**src/hdl/pip_pkg.sv**
```systemverilog
// shared constants, codes and control structs for the point-in-polygon tester
// no dependencies
`timescale 1ns / 1ps
`default_nettype none

package pip_pkg;

    localparam int MAX_VERTICES = 64;
    localparam int COORD_BITS   = 16;
    localparam int VCOUNT_W     = 7;
    localparam int MIN_VERTICES = 3;

    localparam logic [1:0] ACT_CLEAR  = 2'd0;
    localparam logic [1:0] ACT_APPEND = 2'd1;
    localparam logic [1:0] ACT_QUERY  = 2'd2;

    localparam logic [1:0] ST_OK    = 2'd0;
    localparam logic [1:0] ST_FULL  = 2'd1;
    localparam logic [1:0] ST_DEGEN = 2'd2;

    // control that travels alongside each vertex read into the edge unit
    typedef struct packed {
        logic clear;
        logic vld;
        logic first;
        logic last;
    } t_edge_req;

    typedef struct packed {
        logic done;
        logic in_poly;
    } t_edge_rsp;

endpackage

`default_nettype wire

```
**src/hdl/pip_edge.sv**
```systemverilog
// edge crossing unit: one polygon edge per cycle, differences, products, compare
// depends on pip_pkg
`timescale 1ns / 1ps
`default_nettype none

module pip_edge (
    input  wire logic                                   i_clk,
    input  wire logic                                   i_rst_n,
    input  wire pip_pkg::t_edge_req                     i_req,
    input  wire logic signed [pip_pkg::COORD_BITS-1:0]  i_vx,
    input  wire logic signed [pip_pkg::COORD_BITS-1:0]  i_vy,
    input  wire logic signed [pip_pkg::COORD_BITS-1:0]  i_px,
    input  wire logic signed [pip_pkg::COORD_BITS-1:0]  i_py,
    output pip_pkg::t_edge_rsp                          o_rsp
);

    localparam int CB = pip_pkg::COORD_BITS;
    localparam int DW = CB + 1;
    localparam int PW = 2 * DW;

    // previous vertex (edge start j), current vertex is i
    logic signed [CB-1:0] r_prev_x;
    logic signed [CB-1:0] r_prev_y;

    logic signed [DW-1:0] ext_vx, ext_vy, ext_px, ext_py, ext_jx, ext_jy;

    logic                 r_s1_vld, r_s1_last, r_s1_str;
    logic signed [DW-1:0] r_s1_dy, r_s1_dpx, r_s1_dxe, r_s1_dpy;

    logic                 r_s2_vld, r_s2_last, r_s2_str, r_s2_neg;
    logic signed [PW-1:0] r_s2_lhs, r_s2_rhs;

    logic                 r_flag;
    logic                 r_done;
    logic                 crossing;

    assign ext_vx = $signed({i_vx[CB-1], i_vx});
    assign ext_vy = $signed({i_vy[CB-1], i_vy});
    assign ext_px = $signed({i_px[CB-1], i_px});
    assign ext_py = $signed({i_py[CB-1], i_py});
    assign ext_jx = $signed({r_prev_x[CB-1], r_prev_x});
    assign ext_jy = $signed({r_prev_y[CB-1], r_prev_y});

    always_ff @(posedge i_clk) begin
        if (i_req.vld) begin
            r_prev_x <= i_vx;
            r_prev_y <= i_vy;
        end
        r_s1_str  <= (i_vy > i_py) != (r_prev_y > i_py);
        r_s1_dy   <= ext_jy - ext_vy;
        r_s1_dpx  <= ext_px - ext_vx;
        r_s1_dxe  <= ext_jx - ext_vx;
        r_s1_dpy  <= ext_py - ext_vy;
        r_s2_str  <= r_s1_str;
        r_s2_neg  <= r_s1_dy[DW-1];
        r_s2_lhs  <= PW'(r_s1_dpx) * PW'(r_s1_dy);
        r_s2_rhs  <= PW'(r_s1_dxe) * PW'(r_s1_dpy);
    end

    // reversed compare when yj - yi is negative, i.e. the edge from j rises to i
    assign crossing = r_s2_str && (r_s2_neg ? (r_s2_lhs > r_s2_rhs) : (r_s2_lhs < r_s2_rhs));

    always_ff @(posedge i_clk) begin
        if (!i_rst_n) begin
            r_s1_vld  <= 1'b0;
            r_s1_last <= 1'b0;
            r_s2_vld  <= 1'b0;
            r_s2_last <= 1'b0;
            r_flag    <= 1'b0;
            r_done    <= 1'b0;
        end else begin
            r_s1_vld  <= i_req.vld && !i_req.first;
            r_s1_last <= i_req.vld && i_req.last;
            r_s2_vld  <= r_s1_vld;
            r_s2_last <= r_s1_last;
            r_done    <= r_s2_vld && r_s2_last;
            if (i_req.clear) begin
                r_flag <= 1'b0;
            end else if (r_s2_vld && crossing) begin
                r_flag <= !r_flag;
            end
        end
    end

    assign o_rsp.done    = r_done;
    assign o_rsp.in_poly = r_flag;

endmodule

`default_nettype wire

```
**config.mk**
```make
export PLATFORM = sky130hd
export DESIGN_NAME = pip_edge
export DESIGN_NICKNAME = d
export VERILOG_FILES = /design/src/hdl/pip_pkg.sv /design/src/hdl/pip_edge.sv
export SDC_FILE = /design/constraint.sdc
export NUM_CORES = 2
export LEC_CHECK = 0
export BUFFER_PORTS_ARGS = -buffer_cell sky130_fd_sc_hd__buf_4
export CAP_MARGIN = 20
export CORE_MARGIN = 2
export CORE_UTILIZATION = 35
export CTS_CLUSTER_SIZE = 20
export DETAILED_ROUTE_END_ITERATION = 6
export PLACE_DENSITY = 0.47
export SYNTH_ARGS = -nofsm -noshare
export SYNTH_HDL_FRONTEND = slang
export SYNTH_SLANG_ARGS = --single-unit
```
**constraint.sdc**
```tcl
create_clock -name i_clk -period 16.4 [get_ports i_clk]
set_input_delay 0.82 -clock i_clk [delete_from_list [all_inputs] [get_ports i_clk]]
set_output_delay 0.82 -clock i_clk [all_outputs]
set_load 0.02 [all_outputs]
```
; ---- Word level (Yosys, flattened, before mapping)
; Index checks and enable logic that the tools add are counted.
[totals]
ff_bits = 177
output_inout_bits = 2
word_cells = 38
inputBits = 70
[op_classes]
n_lt_le_gt_ge = 4
bitwise_logic = 1
n_reduce_logical = 8
n_eq_ne = 1
multipliers = 2
n_addsub = 4
muxes = 1
[op_table]
columns = cell, count
row1 = 17-bit by 17-bit multiplier with 34-bit output, 2
row2 = 16-bit by 16-bit subtractor with 17-bit output, 4
row3 = 34-bit greater-than comparator, 1
row4 = 34-bit < comparator, 1
row5 = 16-bit greater-than comparator, 2
row6 = 1-bit logical AND, 5
row7 = 1-bit zero test, 2
row8 = 2-bit OR reduction, 1
row9 = 1-bit two-way mux, 1
row10 = 1-bit != test, 1
row11 = 1-bit NOT, 1

; ---- Depth between registers and ports, before layout
[depth]
ltp_word = 4
ltp_mapped = 25
mapped_depth_nobuf = 24

; ---- Worst setup path before layout
; No wires, ideal clock.
[synth_timing]
path_type = register to register
start = register r_s1_dy[8]
end = register r_s2_lhs[33]
synth_period_minus_slack_ns = 6.496
slack_ns = 9.904
arrival_ns = 6.418
path_stages_with_launch = 24
required_ns = 16.322
n_path_buf = 2
setup_ns = 0.078
path_cell_list = dfxtp_1 -> clkbuf_1 -> clkbuf_1 -> nand2_1 -> fa_1 -> inv_1 -> fa_1 -> fa_1 -> fa_1 -> fa_1 -> inv_1 -> fa_1 -> inv_1 -> ha_1 -> and2_1 -> a311o_1 -> o21ai_0 -> o21ai_0 -> o41a_1 -> o41ai_4 -> a21oi_2 -> a221o_1 -> and4_1 -> nor3_1
[synth_via]
elab_chain_cells = 1
[synth_rtl]
columns = element, line_no
row1 = "start, declared", pip_edge.sv:28  ; logic signed [DW-1:0] r_s1_dy, r_s1_dpx, r_s1_dxe, r_s1_dpy;
row2 = "start signal, assigned", pip_edge.sv:50  ; r_s1_dy <= ext_jy - ext_vy;
row3 = 17-bit by 17-bit multiplier with 34-bit output, pip_edge.sv:56  ; r_s2_lhs <= PW'(r_s1_dpx) * PW'(r_s1_dy);
row4 = "end signal, assigned", pip_edge.sv:56
row5 = "end, declared", pip_edge.sv:31  ; logic signed [PW-1:0] r_s2_lhs, r_s2_rhs;
; Every way passes these cells.
; A chain may end at the register's enable or synchronous reset.

; ---- Worst setup path after layout
[layout_timing]
start = register r_s1_dy[9]
end = register r_s2_lhs[33]
; Same word-level chain as after synthesis.

==> metrics.md <==
| Metric | Value |
|---|---|
| Status | `completed` |
| Total CTS buffers | `17` |
| Hold buffer count at cts | `0` |
| Initial Utilization | `35.42%` |
| RSZ-0062 raised after global routing | `false` |
| Hold Crit Class | `flip-flop to flip-flop` |
| CTS sink count | `177` |
| Number of core rows | `106` |
| Area grow syn2layout | `7.763%` |
| Cells after synthesis | `3126` |
| Setup Viol. Count Final | `0` |
| CP Max Fanout | `17` |
| WL final | `75.39 mm` |
| Final worst path period need | `7305 ps` |
| DR vias/cell | `4.741` |
| Syn nets | `4077` |
| Core area | `83690 um^2` |
| Total gr overflow | `0` |
| Via count | `20.34k` |
| Clock skew | `19.60 ps` |
| Die area | `87030 um^2` |
| Synth unique cells | `65` |
| Ys async rst share | `0%` |
| First-pass GRT wire length | `124.0 mm` |
| Clk_lat worst skew | `490 ps` |
| Total negative slack | `0 ps` |
| Final Hold Vio Count | `0` |
| CTS Buffer Depth | `2` |
| Fill cell count | `8448` |
| CTS tree | `done` |
| Top delay family on crit path | `adder cells` |
| Register area share after synthesis | `13.04%` |
| CP Launch Type | `flip-flop` |
| Share of cells above drive strength 1 | `4.023%` |
| N_diodes | `0` |
| Achievable frequency | `136.9 MHz` |
| CP Cell Sequence | `nand2_1 -> fa_1 -> inv_1 -> fa_1 -> fa_1 -> fa_1 -> fa_1 -> inv_1 -> fa_1 -> inv_1 -> ha_1 -> and2_1 -> a311o_1 -> o21ai_0 -> o21ai_0 -> o41a_1 -> o41ai_4 -> a21oi_2 -> a221o_1 -> and4_1 -> nor3_1` |
| Yosys Warn Count | `0` |
| Clock slew at reported path FFs | `80 ps` |
| Worst Path Arrival | `7710 ps` |
| Post-CTS setup buffers | `0` |
| Crit-path slowest cell | `dfxtp_1` |
| # DRC | `0` |
| Most instantiated cells after synthesis | `726 x inv_1, 596 x fa_1, 300 x and2_1, 297 x nand2_1, 285 x ha_1` |
| Tcrit/Tclk final | `44.55%` |
| Die Height | `295.0 um` |
| Antenna viol nets, final | `0` |
| Synth Register Bits | `177` |
| Post-cts resize count | `0` |
| Average size of a mapped cell | `9.482 um^2` |
| Gp weighted congestion | `0.8499` |
| All-Layer GR Usage | `18.57%` |
| Hpwl dp | `64.27 mm` |
| Top cells by area, synth | `fa_1 40%, ha_1 12%, dfxtp_1 9.8%` |
| Worst setup EP type | `flip-flop` |
| Worst Path Class, Setup | `flip-flop to flip-flop` |
| Root buf cell | `clkbuf_16` |
| Average wire per cell in the routed design | `17.57 um` |
| Post-synth top area share | `40.25%` |
| Crit path buf inv count | `3` |
| H-tree levels | `4` |
| Initial antenna violation count | `4` |
| Most used cell, CP | `fa_1` |
| Max transition margin | `29.69%` |
| Drt first pass iters | `5` |
| Synth area leader | `fa_1` |
| Mapped cell area | `29640 um^2` |
| MaxCap Viol Count | `0` |
| Via count of the first global-routing pass | `22.56k` |
| EDFF count, synth | `32` |
| Chip width | `295.0 um` |
| Top-count cell post-synth | `inv_1` |
| Pin count of the biggest net entering global routing | `35` |
| Slowest cell delay on critical path | `960 ps` |
| Nets | `4095` |
| Slew @ Worst Pin | `1053 ps` |
| Most used DFF post-synth | `dfxtp_1` |
| Max Slew Vio Count | `0` |
| Starting DRT DRC Count | `905` |
| Required @ worst endpoint | `16810 ps` |
| IO Pins | `72` |
| PortBufs | `71` |
[cells by family (layout without fill, tap and decap cells)]
family                   after synthesis  in the layout  share of synthesized area [%]
adder cells (fa/ha/maj)              881            881                          52.29
XOR/XNOR                             105            105                          3.103
buffers and inverters                804            835                          10.21
AO/OA/AOI/OAI                        291            291                          6.514
AND/OR/NAND/NOR                      863            863                          14.69
multiplexers                           5              5                         0.1689
flip-flops                           177            177                          13.04
[metrics by stage]
step	hold WS [ps]	utilization [%]	instance area, um^2	std cells	setup WS [ps]
2_1_floorplan	309.6	-	29640	3126	9904
3_3_place_gp	317.5	37.44	31340	4259	9280
3_5_place_dp	333.5	37.44	31340	4259	9144
4_1_cts	352.0	38.17	31940	4291	9117
5_1_grt	353.8	38.17	31940	4291	8824
6_report	347.6	38.17	31940	4291	9095
[registers in the layout (all words and copies together), names as in the netlist]
register,flops
r_s2_lhs,34
r_s1_dpy,17
r_s1_dy,17
r_s1_str,1
r_done,1
r_prev_x,16
r_s2_neg,1
r_s1_dpx,17
r_prev_y,16
r_s2_rhs,34
r_s2_vld,1
r_flag,1
r_s2_str,1
r_s1_vld,1
r_s2_last,1
r_s1_last,1
r_s1_dxe,17
[metal layers]
metal / vias up / part of all wire [%] / global-route usage [%]
li1: 9509 / - / -
met2: 351 / 49 / 31.77
met4: 6 / 2.0 / 4.243
met5: - / 0.056 / 0
met1: 10403 / 45 / 24.67
met3: 73 / 4.2 / 3.000
[path summary, 6_finish.rpt]
path / startpoint / end / slack [ps] / cells past startpoint
setup / recovery: r_s1_dy[9] / r_s2_lhs[33] / 9090 / 21
hold / removal: r_s1_str / r_s2_str / 350 / 0
setup reg to reg: r_s1_dy[9] / r_s2_lhs[33] / 9090 / 21
hold reg to reg: r_s1_str / r_s2_str / 350 / 0
[placed cells by master, fill, tap and decap left out, drive strengths merged, types with 77 or more instances in the layout]
master / Yosys / routed
fa: 596 / 596
buf: 5 / 77
dfxtp: 145 / 145
ha: 285 / 285
and2: 300 / 300
xnor2: 87 / 87
nand2: 297 / 297
inv: 726 / 736
nor2: 113 / 113
a21oi: 78 / 78
[cell type report]
type | count | area [um^2] | area share (%)
Inverter | 726 | 2725 | 8.532
Multi-Input combinational cell | 2145 | 22750 | 71.23
Sequential cell | 177 | 3864 | 12.10
Clock inverter | 15 | 178.9 | 0.5602
Timing Repair Buffer | 77 | 578.1 | 1.810
Clock buffer | 17 | 425.4 | 1.332
Tap cell | 1134 | 1419 | 4.442
Power is left out: the tool's default activity adds up to more than one toggle a clock period on the data nets, which glitch-free logic cannot reach.
